--- src/rtl/ssa_pkg.sv ---
package ssa_pkg;

  // queue between the classifier and the executor
  localparam int unsigned QueueDepthDef = 2;

  // configuration port
  localparam int unsigned CfgIdxW  = 3;
  localparam int unsigned CfgDataW = 16;

  localparam logic [CfgIdxW-1:0] CfgMode         = 3'd0;
  localparam logic [CfgIdxW-1:0] CfgSignNegative = 3'd1;
  localparam logic [CfgIdxW-1:0] CfgAccelRate    = 3'd2;
  localparam logic [CfgIdxW-1:0] CfgMaxRate      = 3'd3;
  localparam logic [CfgIdxW-1:0] CfgMaxDelayMs   = 3'd4;
  localparam logic [CfgIdxW-1:0] CfgMinPresses   = 3'd5;

  // mode codes, code 3 behaves like repeat
  localparam logic [1:0] ModeKeyRel = 2'd0;
  localparam logic [1:0] ModeRelRel = 2'd1;
  localparam logic [1:0] ModeRepeat = 2'd2;

  // register reset values
  localparam logic [1:0]         ModeRst       = ModeRelRel;
  localparam logic               SignNegRst    = 1'b0;
  localparam logic signed [15:0] AccelRateRst  = 16'sd256;
  localparam logic [14:0]        MaxRateRst    = 15'd2560;
  localparam logic [15:0]        MaxDelayRst   = 16'd300;
  localparam logic [7:0]         MinPressesRst = 8'd1;

  // rates in signed q16.8
  localparam logic signed [23:0] RateOne = 24'sd256;
  localparam logic signed [24:0] RateMin = -25'sd8388608;
  localparam logic signed [24:0] RateMax = 25'sd8388607;

  typedef enum logic [1:0] {
    CLS_RESET  = 2'd0,
    CLS_REL    = 2'd1,
    CLS_REPEAT = 2'd2
  } cls_e;

  typedef struct packed {
    cls_e              cls;
    logic signed [7:0] value;
  } cmd_t;

  typedef struct packed {
    logic [1:0]         mode;
    logic               sign_negative;
    logic signed [15:0] accel_rate;
    logic [14:0]        max_rate;
    logic [15:0]        max_delay_ms;
    logic [7:0]         min_presses;
  } cfg_t;

endpackage

--- src/rtl/ssa_front.sv ---
module ssa_front
  import ssa_pkg::*;
(
  input  logic        clk_i,
  input  logic        rst_ni,
  input  cfg_t        cfg_i,
  input  logic        s_axis_tvalid_i,
  output logic        s_axis_tready_o,
  input  logic [63:0] s_axis_tdata_i,
  output logic        push_o,
  output cmd_t        cmd_o,
  input  logic        full_i
);

  typedef enum logic [3:0] {
    F_IDLE   = 4'b0001,
    F_CALC   = 4'b0010,
    F_CORR   = 4'b0100,
    F_DECIDE = 4'b1000
  } front_state_e;

  localparam logic signed [17:0] MsPerSec = 18'sd1000;

  front_state_e state_q, state_d;

  logic signed [7:0]  v_q;
  logic [31:0]        sec_q, last_sec_q;
  logic [19:0]        usec_q, last_usec_q;
  logic               time_valid_q;
  logic               far_q, far_d, neg_q, neg_d, negu_q, negu_d;
  logic signed [17:0] d1000_q, d1000_d;
  logic [19:0]        mag_q, mag_d;
  logic [10:0]        est_q, est_d;
  logic signed [11:0] uterm_q, uterm_d;

  logic signed [32:0] sd;
  logic signed [7:0]  d8;
  logic signed [20:0] ud, udm;
  logic [30:0]        est_prod;
  logic [20:0]        chk;
  logic [10:0]        q;
  logic signed [18:0] elapsed;
  logic               gt, do_reset, ignore, accept;

  assign s_axis_tready_o = (state_q == F_IDLE);
  assign accept          = s_axis_tvalid_i && s_axis_tready_o;

  // seconds difference, flagged when far or negative and otherwise cut to 8 bits
  always_comb begin
    sd       = $signed({1'b0, sec_q}) - $signed({1'b0, last_sec_q});
    far_d    = sd > 33'sd66;
    neg_d    = sd < -33'sd1;
    d8       = sd[7:0];
    d1000_d  = $signed({{10{d8[7]}}, d8}) * MsPerSec;
    ud       = $signed({1'b0, usec_q}) - $signed({1'b0, last_usec_q});
    negu_d   = ud[20];
    udm      = negu_d ? -ud : ud;
    mag_d    = udm[19:0];
    // 1049 / 2^20 overestimates 1/1000 by less than half a unit here
    est_prod = 31'(mag_d) * 31'd1049;
    est_d    = est_prod[30:20];
  end

  // fix up the quotient estimate and apply the sign
  always_comb begin
    chk     = 21'(est_q) * 21'd1000;
    q       = (chk > {1'b0, mag_q}) ? (est_q - 11'd1) : est_q;
    uterm_d = negu_q ? -$signed({1'b0, q}) : $signed({1'b0, q});
  end

  always_comb begin
    elapsed  = $signed({d1000_q[17], d1000_q}) + $signed({{7{uterm_q[11]}}, uterm_q});
    gt       = elapsed > $signed({3'b000, cfg_i.max_delay_ms});
    do_reset = !time_valid_q || far_q || (!neg_q && gt);
    ignore   = !do_reset && (cfg_i.mode == ModeKeyRel) && (v_q == 8'sd2);
    cmd_o.value = v_q;
    if (do_reset) begin
      cmd_o.cls = CLS_RESET;
    end else if (cfg_i.mode inside {ModeKeyRel, ModeRelRel}) begin
      cmd_o.cls = CLS_REL;
    end else begin
      cmd_o.cls = CLS_REPEAT;
    end
  end

  always_comb begin
    state_d = state_q;
    push_o  = 1'b0;
    case (state_q)
      F_IDLE: begin
        if (accept && (s_axis_tdata_i[7:0] != 8'd0)) begin
          state_d = F_CALC;
        end
      end
      F_CALC: state_d = F_CORR;
      F_CORR: state_d = F_DECIDE;
      F_DECIDE: begin
        if (ignore) begin
          state_d = F_IDLE;
        end else if (!full_i) begin
          push_o  = 1'b1;
          state_d = F_IDLE;
        end
      end
      default: state_d = F_IDLE;
    endcase
  end

  always_ff @(posedge clk_i or negedge rst_ni) begin
    if (!rst_ni) begin
      state_q      <= F_IDLE;
      time_valid_q <= 1'b0;
      last_sec_q   <= '0;
      last_usec_q  <= '0;
    end else begin
      state_q <= state_d;
      if (push_o) begin
        time_valid_q <= 1'b1;
        last_sec_q   <= sec_q;
        last_usec_q  <= usec_q;
      end
    end
  end

  always_ff @(posedge clk_i) begin
    if (accept) begin
      v_q    <= s_axis_tdata_i[7:0];
      sec_q  <= s_axis_tdata_i[39:8];
      usec_q <= s_axis_tdata_i[59:40];
    end
    if (state_q == F_CALC) begin
      far_q   <= far_d;
      neg_q   <= neg_d;
      negu_q  <= negu_d;
      d1000_q <= d1000_d;
      mag_q   <= mag_d;
      est_q   <= est_d;
    end
    if (state_q == F_CORR) begin
      uterm_q <= uterm_d;
    end
  end

endmodule

--- src/rtl/ssa_fifo.sv ---
module ssa_fifo
  import ssa_pkg::*;
#(
  parameter int unsigned Depth = QueueDepthDef
) (
  input  logic clk_i,
  input  logic rst_ni,
  input  logic push_i,
  input  cmd_t data_i,
  output logic full_o,
  input  logic pop_i,
  output cmd_t data_o,
  output logic empty_o
);

  localparam int unsigned PtrW = (Depth > 1) ? $clog2(Depth) : 1;
  localparam int unsigned CntW = $clog2(Depth + 1);

  cmd_t            mem_q [Depth];
  logic [PtrW-1:0] wr_ptr_q, rd_ptr_q;
  logic [CntW-1:0] cnt_q;
  logic            do_push, do_pop;

  assign full_o  = (cnt_q == CntW'(Depth));
  assign empty_o = (cnt_q == '0);
  assign do_push = push_i && !full_o;
  assign do_pop  = pop_i && !empty_o;
  assign data_o  = mem_q[rd_ptr_q];

  always_ff @(posedge clk_i or negedge rst_ni) begin
    if (!rst_ni) begin
      wr_ptr_q <= '0;
      rd_ptr_q <= '0;
      cnt_q    <= '0;
    end else begin
      if (do_push) begin
        wr_ptr_q <= (wr_ptr_q == PtrW'(Depth - 1)) ? '0 : wr_ptr_q + 1'b1;
      end
      if (do_pop) begin
        rd_ptr_q <= (rd_ptr_q == PtrW'(Depth - 1)) ? '0 : rd_ptr_q + 1'b1;
      end
      if (do_push && !do_pop) begin
        cnt_q <= cnt_q + 1'b1;
      end else if (do_pop && !do_push) begin
        cnt_q <= cnt_q - 1'b1;
      end
    end
  end

  always_ff @(posedge clk_i) begin
    if (do_push) begin
      mem_q[wr_ptr_q] <= data_i;
    end
  end

endmodule

--- src/rtl/ssa_back.sv ---
module ssa_back
  import ssa_pkg::*;
(
  input  logic       clk_i,
  input  logic       rst_ni,
  input  cfg_t       cfg_i,
  input  cmd_t       cmd_i,
  input  logic       cmd_valid_i,
  output logic       cmd_pop_o,
  output logic       m_axis_tvalid_o,
  input  logic       m_axis_tready_i,
  output logic [7:0] m_axis_tdata_o,
  output logic       m_axis_tlast_o
);

  typedef enum logic [4:0] {
    B_IDLE = 5'b00001,
    B_EXEC = 5'b00010,
    B_SUM  = 5'b00100,
    B_RND  = 5'b01000,
    B_EMIT = 5'b10000
  } back_state_e;

  back_state_e state_q, state_d;

  cmd_t               cmd_q;
  logic signed [23:0] prod_q, prod_d;
  logic [7:0]         press_q, press_d, press_inc;
  logic signed [23:0] rate_q, rate_d;
  logic signed [23:0] ovh_q, ovh_d;
  logic signed [7:0]  em_first_q, em_first_d;
  logic               em_pair_q, em_pair_d;
  logic [1:0]         em_idx_q, em_idx_d;
  logic               out_valid_q, out_valid_d, out_last_q, out_last_d;
  logic signed [7:0]  out_value_q, out_value_d;

  logic signed [7:0]  norm;
  logic signed [24:0] osum, osat, rsum;
  logic signed [23:0] prodn;
  logic [23:0]        mag;
  logic [24:0]        mag_rnd;
  logic [16:0]        rounded;
  logic               neg_res, out_free, em_last;

  assign norm            = cfg_i.sign_negative ? -8'sd1 : 8'sd1;
  assign press_inc       = (press_q == 8'd255) ? press_q : press_q + 8'd1;
  assign out_free        = !out_valid_q || m_axis_tready_i;
  assign em_last         = (em_idx_q == 2'd2) || ((em_idx_q == 2'd0) && !em_pair_q);
  assign m_axis_tvalid_o = out_valid_q;
  assign m_axis_tdata_o  = out_value_q;
  assign m_axis_tlast_o  = out_last_q;

  always_comb begin
    prod_d = $signed({{8{cfg_i.accel_rate[15]}}, cfg_i.accel_rate})
           * $signed({{16{cmd_q.value[7]}}, cmd_q.value});
    // repeat mode overhead, saturated to the rate range
    osum = $signed({ovh_q[23], ovh_q}) + $signed({rate_q[23], rate_q});
    if (osum < RateMin) begin
      osat = RateMin;
    end else if (osum > RateMax) begin
      osat = RateMax;
    end else begin
      osat = osum;
    end
    // relative mode rate update
    prodn = cfg_i.sign_negative ? -prod_q : prod_q;
    rsum  = $signed({rate_q[23], rate_q}) + $signed({prodn[23], prodn});
    // rounding half away from zero
    mag     = rate_q[23] ? 24'(-rate_q) : 24'(rate_q);
    mag_rnd = {1'b0, mag} + 25'd128;
    rounded = mag_rnd[24:8];
    neg_res = rate_q[23] ^ cfg_i.sign_negative;
  end

  always_comb begin
    state_d     = state_q;
    cmd_pop_o   = 1'b0;
    press_d     = press_q;
    rate_d      = rate_q;
    ovh_d       = ovh_q;
    em_first_d  = em_first_q;
    em_pair_d   = em_pair_q;
    em_idx_d    = em_idx_q;
    out_valid_d = out_valid_q && !m_axis_tready_i;
    out_value_d = out_value_q;
    out_last_d  = out_last_q;
    case (state_q)
      B_IDLE: begin
        if (cmd_valid_i) begin
          cmd_pop_o = 1'b1;
          state_d   = B_EXEC;
        end
      end
      B_EXEC: begin
        em_idx_d = 2'd0;
        case (cmd_q.cls)
          CLS_RESET: begin
            press_d    = 8'd0;
            rate_d     = RateOne;
            ovh_d      = '0;
            em_first_d = norm;
            em_pair_d  = 1'b0;
            state_d    = B_EMIT;
          end
          CLS_REL: begin
            press_d = press_inc;
            state_d = (press_inc >= cfg_i.min_presses) ? B_SUM : B_IDLE;
          end
          default: begin
            em_first_d = norm;
            if (osat > $signed({RateOne[23], RateOne})) begin
              ovh_d     = 24'(osat - $signed({RateOne[23], RateOne}));
              em_pair_d = 1'b1;
            end else begin
              ovh_d     = osat[23:0];
              em_pair_d = 1'b0;
            end
            state_d = B_EMIT;
          end
        endcase
      end
      B_SUM: begin
        // only the upper clamp can bind from above
        if (rsum > $signed({10'd0, cfg_i.max_rate})) begin
          rate_d = 24'($signed({9'd0, cfg_i.max_rate}));
        end else if (rsum < RateMin) begin
          rate_d = RateMin[23:0];
        end else begin
          rate_d = rsum[23:0];
        end
        state_d = B_RND;
      end
      B_RND: begin
        if (neg_res) begin
          em_first_d = (rounded > 17'd128) ? -8'sd128 : -$signed(rounded[7:0]);
        end else begin
          em_first_d = (rounded > 17'd127) ? 8'sd127 : $signed(rounded[7:0]);
        end
        em_pair_d = 1'b0;
        state_d   = B_EMIT;
      end
      B_EMIT: begin
        if (out_free) begin
          out_valid_d = 1'b1;
          out_last_d  = em_last;
          case (em_idx_q)
            2'd0:    out_value_d = em_first_q;
            2'd1:    out_value_d = 8'sd0;
            default: out_value_d = norm;
          endcase
          em_idx_d = em_idx_q + 2'd1;
          if (em_last) begin
            state_d = B_IDLE;
          end
        end
      end
      default: state_d = B_IDLE;
    endcase
  end

  always_ff @(posedge clk_i or negedge rst_ni) begin
    if (!rst_ni) begin
      state_q     <= B_IDLE;
      press_q     <= 8'd0;
      rate_q      <= RateOne;
      ovh_q       <= '0;
      out_valid_q <= 1'b0;
    end else begin
      state_q     <= state_d;
      press_q     <= press_d;
      rate_q      <= rate_d;
      ovh_q       <= ovh_d;
      out_valid_q <= out_valid_d;
    end
  end

  always_ff @(posedge clk_i) begin
    if (cmd_pop_o) begin
      cmd_q <= cmd_i;
    end
    prod_q      <= prod_d;
    em_first_q  <= em_first_d;
    em_pair_q   <= em_pair_d;
    em_idx_q    <= em_idx_d;
    out_value_q <= out_value_d;
    out_last_q  <= out_last_d;
  end

endmodule

--- src/rtl/scroll_step_accelerator.sv ---
// scroll step accelerator
// input stream: one beat per timestamped step event; a zero step is dropped
// at once and the port stays ready, any other step holds the classifier in
// accept, seconds difference and microsecond quotient estimate, quotient
// fix-up and elapsed-time compare (held while the queue is full) until done
// output stream: 0 to 3 beats per step, tlast on the final beat of a step;
// a dropped step or a step still below the press threshold gives no beat
// the executor handles one queued step at a time: a reset or repeat step
// goes from exec straight to emit, an accelerated relative step multiplies
// in exec, then passes sum and clamp and rounding; emit takes one cycle per
// output beat while the output register is free; a 2-deep command queue lets
// the classifier run ahead
// configuration: write enable, register index and 16-bit data, taken on any
// clock edge with the enable high; write only while the block is idle
// reset clears the step history, press count, rate (1.0) and overhead, and
// loads every register with its default
// a stalled receiver holds the output register, then the executor, then the
// queue, and finally drops tready on the input
module scroll_step_accelerator
  import ssa_pkg::*;
#(
  parameter int unsigned QueueDepth = QueueDepthDef
) (
  input  logic                clk_i,
  input  logic                rst_ni,
  // configuration write port
  input  logic                cfg_we_i,
  input  logic [CfgIdxW-1:0]  cfg_idx_i,
  input  logic [CfgDataW-1:0] cfg_wdata_i,
  // input steps
  input  logic                s_axis_tvalid_i,
  output logic                s_axis_tready_o,
  // step_value[7:0], time_sec[39:8], time_usec[59:40], zero[63:60]
  input  logic [63:0]         s_axis_tdata_i,
  // output steps
  output logic                m_axis_tvalid_o,
  input  logic                m_axis_tready_i,
  // out_value[7:0]
  output logic [7:0]          m_axis_tdata_o,
  output logic                m_axis_tlast_o
);

  cfg_t cfg_q;

  // command queue between classifier and executor
  logic push, full, pop, empty;
  cmd_t cmd_in, cmd_out;

  // configuration registers
  always_ff @(posedge clk_i or negedge rst_ni) begin
    if (!rst_ni) begin
      cfg_q.mode          <= ModeRst;
      cfg_q.sign_negative <= SignNegRst;
      cfg_q.accel_rate    <= AccelRateRst;
      cfg_q.max_rate      <= MaxRateRst;
      cfg_q.max_delay_ms  <= MaxDelayRst;
      cfg_q.min_presses   <= MinPressesRst;
    end else if (cfg_we_i) begin
      case (cfg_idx_i)
        CfgMode:         cfg_q.mode          <= cfg_wdata_i[1:0];
        CfgSignNegative: cfg_q.sign_negative <= cfg_wdata_i[0];
        CfgAccelRate:    cfg_q.accel_rate    <= cfg_wdata_i;
        CfgMaxRate:      cfg_q.max_rate      <= cfg_wdata_i[14:0];
        CfgMaxDelayMs:   cfg_q.max_delay_ms  <= cfg_wdata_i;
        CfgMinPresses:   cfg_q.min_presses   <= cfg_wdata_i[7:0];
        default: ;
      endcase
    end
  end

  // timestamp tracking and step classification
  ssa_front u_front (
    .clk_i           (clk_i),
    .rst_ni          (rst_ni),
    .cfg_i           (cfg_q),
    .s_axis_tvalid_i (s_axis_tvalid_i),
    .s_axis_tready_o (s_axis_tready_o),
    .s_axis_tdata_i  (s_axis_tdata_i),
    .push_o          (push),
    .cmd_o           (cmd_in),
    .full_i          (full)
  );

  ssa_fifo #(
    .Depth (QueueDepth)
  ) u_fifo (
    .clk_i   (clk_i),
    .rst_ni  (rst_ni),
    .push_i  (push),
    .data_i  (cmd_in),
    .full_o  (full),
    .pop_i   (pop),
    .data_o  (cmd_out),
    .empty_o (empty)
  );

  // rate, press count and overhead; result sequencing
  ssa_back u_back (
    .clk_i           (clk_i),
    .rst_ni          (rst_ni),
    .cfg_i           (cfg_q),
    .cmd_i           (cmd_out),
    .cmd_valid_i     (!empty),
    .cmd_pop_o       (pop),
    .m_axis_tvalid_o (m_axis_tvalid_o),
    .m_axis_tready_i (m_axis_tready_i),
    .m_axis_tdata_o  (m_axis_tdata_o),
    .m_axis_tlast_o  (m_axis_tlast_o)
  );

endmodule

--- config.mk ---
export PLATFORM = sky130hd
export DESIGN_NAME = scroll_step_accelerator
export DESIGN_NICKNAME = d
export VERILOG_FILES = /design/src/rtl/ssa_pkg.sv /design/src/rtl/ssa_front.sv /design/src/rtl/ssa_fifo.sv /design/src/rtl/ssa_back.sv /design/src/rtl/scroll_step_accelerator.sv
export SDC_FILE = /design/constraint.sdc
export NUM_CORES = 2
export LEC_CHECK = 0
export ABC_AREA = 0
export BUFFER_PORTS_ARGS = -buffer_cell sky130_fd_sc_hd__buf_2
export CORE_MARGIN = 10
export CORE_UTILIZATION = 50
export CTS_BUF_LIST = sky130_fd_sc_hd__clkbuf_16
export DETAILED_ROUTE_END_ITERATION = 8
export PLACE_DENSITY_LB_ADDON = 0.25
export SETUP_SLACK_MARGIN = 0.3
export SYNTH_ARGS = -nofsm -noshare
export SYNTH_HDL_FRONTEND = slang
export SYNTH_SLANG_ARGS = --single-unit
--- constraint.sdc ---
create_clock -name clk_i -period 10.3 [get_ports clk_i]
set_clock_uncertainty 0.15 [all_clocks]
set_input_delay 2.06 -clock clk_i [delete_from_list [all_inputs] [get_ports clk_i]]
set_output_delay 2.06 -clock clk_i [all_outputs]
set_load 0.02 [all_outputs]
==> tab_implementation.tex <==
\begin{tabular}{lr}
\hline
Metric & Value \\
\hline
\multicolumn{2}{l}{\textbf{Status}} \\
\quad Outcome & finished clean \\
\multicolumn{2}{l}{\textbf{Global routing}} \\
\quad Antenna violations before repair & 13 \\
\quad Global-route congestion overflow total & 0 \\
\quad First-pass GRT wire length & 132,000 microns \\
\quad Global-route usage over all layers & 19.4\% \\
\quad Maximum number of pins on one net before global-route repair & 66 \\
\quad Number of global-route vias before repair & 26,200 \\
\multicolumn{2}{l}{\textbf{Cells and area}} \\
\quad Commonest cells after routing, fill and taps aside & inv\_1, ha\_1, nand2\_1 \\
\quad Fraction of final layout cells sized beyond drive strength 1 & 9.49\% \\
\quad Total number of nets in the final design & 4,415 \\
\quad Synthesis-to-layout area growth & 8.86\% \\
\quad Leading cell type in the layout, fill and taps excluded & inv\_1 \\
\multicolumn{2}{l}{\textbf{Setup path}} \\
\quad Worst Setup Start Kind & flip-flop \\
\quad Library cell contributing the largest single delay on the critical path & xnor2\_1 \\
\quad CP arrival & 9430 ps \\
\quad Crit path largest cell delay & 620 ps \\
\quad Crit path capture type & flip-flop \\
\quad Most repeated library cell on the critical path & ha\_1 \\
\quad Worst flop-to-flop path startpoint & u\_front.usec\_q[2]\$\_DFFE\_PP\_ \\
\quad Worst reg2reg path endpoint & u\_front.est\_q[9]\$\_DFFE\_PN\_ \\
\quad Required time of the critical path & 10,480 ps \\
\quad Maximum fanout along the worst path & 5 \\
\quad Register-to-Register Path Depth & 29 \\
\quad Type of the worst setup path & flip-flop to flip-flop \\
\quad Flop2flop setup slack & 1050 ps \\
\multicolumn{2}{l}{\textbf{Synthesis}} \\
\quad Number of flops mapped to enable cells by yosys & 171 \\
\quad Share of synthesized registers carrying an async set or reset & 48.1\% \\
\quad Mean post-synth cell area & 9.67 sq um \\
\quad Syn Nets & 4,331 \\
\quad Total of flip-flops plus latches after synthesis & 376 \\
\quad Predominant post-synthesis flop cell & edfxtp\_1 \\
\quad Number of library cell types mapped by synthesis & 106 \\
\quad Netlist area before placement & 35,000 sq um \\
\quad Post-synthesis cell count & 3,623 \\
\quad Register area share after synthesis & 29.0\% \\
\quad Count of warnings emitted by yosys & 0 \\
\multicolumn{2}{l}{\textbf{Clock tree}} \\
\quad CTS H-tree lvls & 2 \\
\quad PostCTS Resize Cnt & 0 \\
\quad Number of buffers between clock root and the deepest sink & 3 \\
\quad Number of buffers inserted during clock tree synthesis & 45 \\
\quad Worst-Skew Late Latency & 590 ps \\
\quad CTS tree & built \\
\quad Buffers inserted during post-CTS setup optimization & 0 \\
\quad Number of hold buffers added after cts & 0 \\
\quad Root Buffer Master & clkbuf\_16 \\
\quad Clock Pin Slew Worst Setup and Hold Paths & 60 ps \\
\quad Sink count of the clock tree & 376 \\
\multicolumn{2}{l}{\textbf{Floorplanning}} \\
\quad Die width & 285 microns \\
\quad Floorplan die area & 81,000 sq um \\
\quad Initial standard-cell utilization of the core & 50.7\% \\
\quad Top-level port count & 99 \\
\quad Cell row count & 96 \\
\quad Y dimension of the die & 285 microns \\
\quad Std-Cell Core Area & 69,100 sq um \\
\multicolumn{2}{l}{\textbf{Detailed routing}} \\
\quad Vias & 26,100 \\
\quad Initial DRT Pass Iterations & 5 \\
\quad Antenna Nets Post-Route & 0 \\
\quad Wire length per cell & 16.9 microns \\
\quad Number of vias per cell after detailed routing & 5.58 \\
\quad Drt initial violations & 1,407 \\
\quad DRC viols & 0 \\
\quad Final wirelength & 79,100 microns \\
\multicolumn{2}{l}{\textbf{Timing}} \\
\quad Slew @ Worst Pin & 1080 ps \\
\quad Maximum clock frequency & 0.108 GHz \\
\quad Crit share post-route & 89.8\% \\
\quad Final hold violations & 0 \\
\quad Relative slew margins & 27.2\% \\
\quad Period minus WS final & 9250 ps \\
\quad Setup TNS Final & 0 ps \\
\quad RSZ-0062 raised after global routing & false \\
\quad Slew Viols, Final & 0 \\
\quad Final count of negative-setup-slack endpoints & 0 \\
\multicolumn{2}{l}{\textbf{Placed design}} \\
\quad Total half-perimeter wirelength after legalization and detailed placement & 62,400 microns \\
\quad Gpl congestion & 0.919 \\
\quad Total of buffers placed on input and output ports & 94 \\
\multicolumn{2}{l}{\textbf{Min path}} \\
\quad Hold Crit Endpoint & u\_back.ovh\_q[7]\$\_DFFE\_PN0P\_ \\
\quad Worst min-delay path class & flip-flop to flip-flop \\
\quad Hold\_sp & u\_back.ovh\_q[7]\$\_DFFE\_PN0P\_ \\
\quad Hold Path Depth & 2 \\
\multicolumn{2}{l}{\textbf{Run}} \\
\quad Reported max-cap violation count & 0 \\
\hline
\end{tabular}
-- sequential cells by signal (all words and copies together) (netlist names), 10 cells and up --
| signal | count |
|---|---|
| u_front.uterm_q | 12 |
| u_front.sec_q | 32 |
| u_back.cmd_q | 10 |
| u_front.mag_q | 20 |
| u_back.ovh_q | 24 |
| u_back.rate_q | 24 |
| cfg_q | 58 |
| u_fifo.mem_q | 20 |
| u_back.prod_q | 24 |
| u_front.usec_q | 20 |
| u_front.est_q | 11 |
| u_front.d1000_q | 15 |
| u_front.last_usec_q | 20 |
| u_front.last_sec_q | 32 |
-- per-layer routing --
metal	track usage (%)	part of all wire (%)	vias up
met1	25.3	45	12600
met2	33.1	47	475
met4	4.47	2.0	12
met5	0	0.092	-
li1	-	-	12900
met3	3.37	5.1	112
-- cell type report --
class                           instances  area, sq um
Fill cell                            6151        30900
Multi-Input combinational cell       2669        22700
Sequential cell                       376        10200
Inverter                              495         1860
Tap cell                              931         1160
Clock buffer                           45         1130
Timing Repair Buffer                  120          674
Clock inverter                         37          413
Antenna cell                            6         15.0
-- critical path: cells and delay by family, from the launching register on --
family	cells	cell delay, ps
simple gates	8	1610
buf+inv	2	100
compound gates	9	3090
xor+xnor	3	930
flops	1	400
fa+ha+maj	7	2700
-- kinds of logic (layout without fill, tap and decap cells) --
family / after synthesis / count (layout) / share of synthesized area, %
simple gates: 957 / 957 / 14.4
compound gates: 755 / 755 / 14.7
fa+ha+maj: 626 / 626 / 26.5
buf+inv: 578 / 697 / 6.24
flops: 376 / 376 / 29.0
xor+xnor: 210 / 210 / 5.25
mux: 121 / 121 / 3.84
other cells: 0 / 6 / 0
-- stage by stage --
step	worst slack, ps	hold slack (ps)	std cells	utilization (%)	instance area [sq um]
2_1_floorplan	2410	286	3623	-	35000
3_3_place_gp	1210	307	4591	53.0	36600
3_5_place_dp	1040	314	4591	53.0	36600
4_1_cts	1000	328	4673	55.2	38100
5_1_grt	369	337	4674	55.2	38100
6_report	1050	328	4679	55.2	38100
-- Yosys cell counts (9+ instances only) --
master / instances / area [sq um]
mux2i_1: 13 / 130
a21boi_0: 17 / 128
fa_1: 197 / 3940
o21bai_1: 17 / 128
dfxtp_1: 24 / 480
or4_1: 21 / 158
edfxtp_1: 171 / 5130
nand2b_1: 53 / 332
or2_2: 17 / 106
dfstp_2: 12 / 315
a21o_1: 83 / 623
nand4_1: 29 / 181
o311ai_0: 10 / 87.6
o211ai_1: 32 / 240
dfrtp_1: 169 / 4230
or3_1: 31 / 194
o31ai_1: 22 / 165
nand2_1: 234 / 878
xnor2_1: 161 / 1410
clkbuf_1: 64 / 240
and4_1: 9 / 78.8
nor4b_1: 9 / 78.8
inv_1: 494 / 1850
a31oi_1: 28 / 175
o41ai_1: 9 / 78.8
nor3b_1: 11 / 82.6
and2_1: 92 / 576
ha_1: 423 / 5290
nor4_1: 31 / 194
buf_2: 13 / 65.1
nor2b_1: 45 / 282
a21oi_1: 157 / 786
and3_1: 33 / 206
nor3_1: 74 / 370
mux2_2: 102 / 1150
nand3_1: 77 / 385
a32oi_1: 9 / 78.8
a211oi_1: 25 / 188
o21a_1: 37 / 278
xor2_1: 49 / 429
nor2_1: 150 / 563
o21ai_0: 163 / 816
a22o_1: 16 / 140
-- worst max-delay path by stage --
stage	from	to	slack, ps	cells after the start
floorplan	u_front.last_usec_q[1]$_DFFE_PN0P_	u_front.est_q[9]$_DFFE_PN_	2410	30
global placement	u_front.usec_q[0]$_DFFE_PP_	u_front.est_q[9]$_DFFE_PN_	1210	31
detailed placement	u_front.usec_q[2]$_DFFE_PP_	u_front.est_q[9]$_DFFE_PN_	1040	29
CTS	u_front.usec_q[2]$_DFFE_PP_	u_front.est_q[9]$_DFFE_PN_	1000	29
global route	u_front.usec_q[0]$_DFFE_PP_	u_front.est_q[9]$_DFFE_PN_	370	31
finish	u_front.usec_q[2]$_DFFE_PP_	u_front.est_q[9]$_DFFE_PN_	1050	29
Power is left out: the tool's default activity adds up to more than one toggle a clock period on the data nets, which glitch-free logic cannot reach.
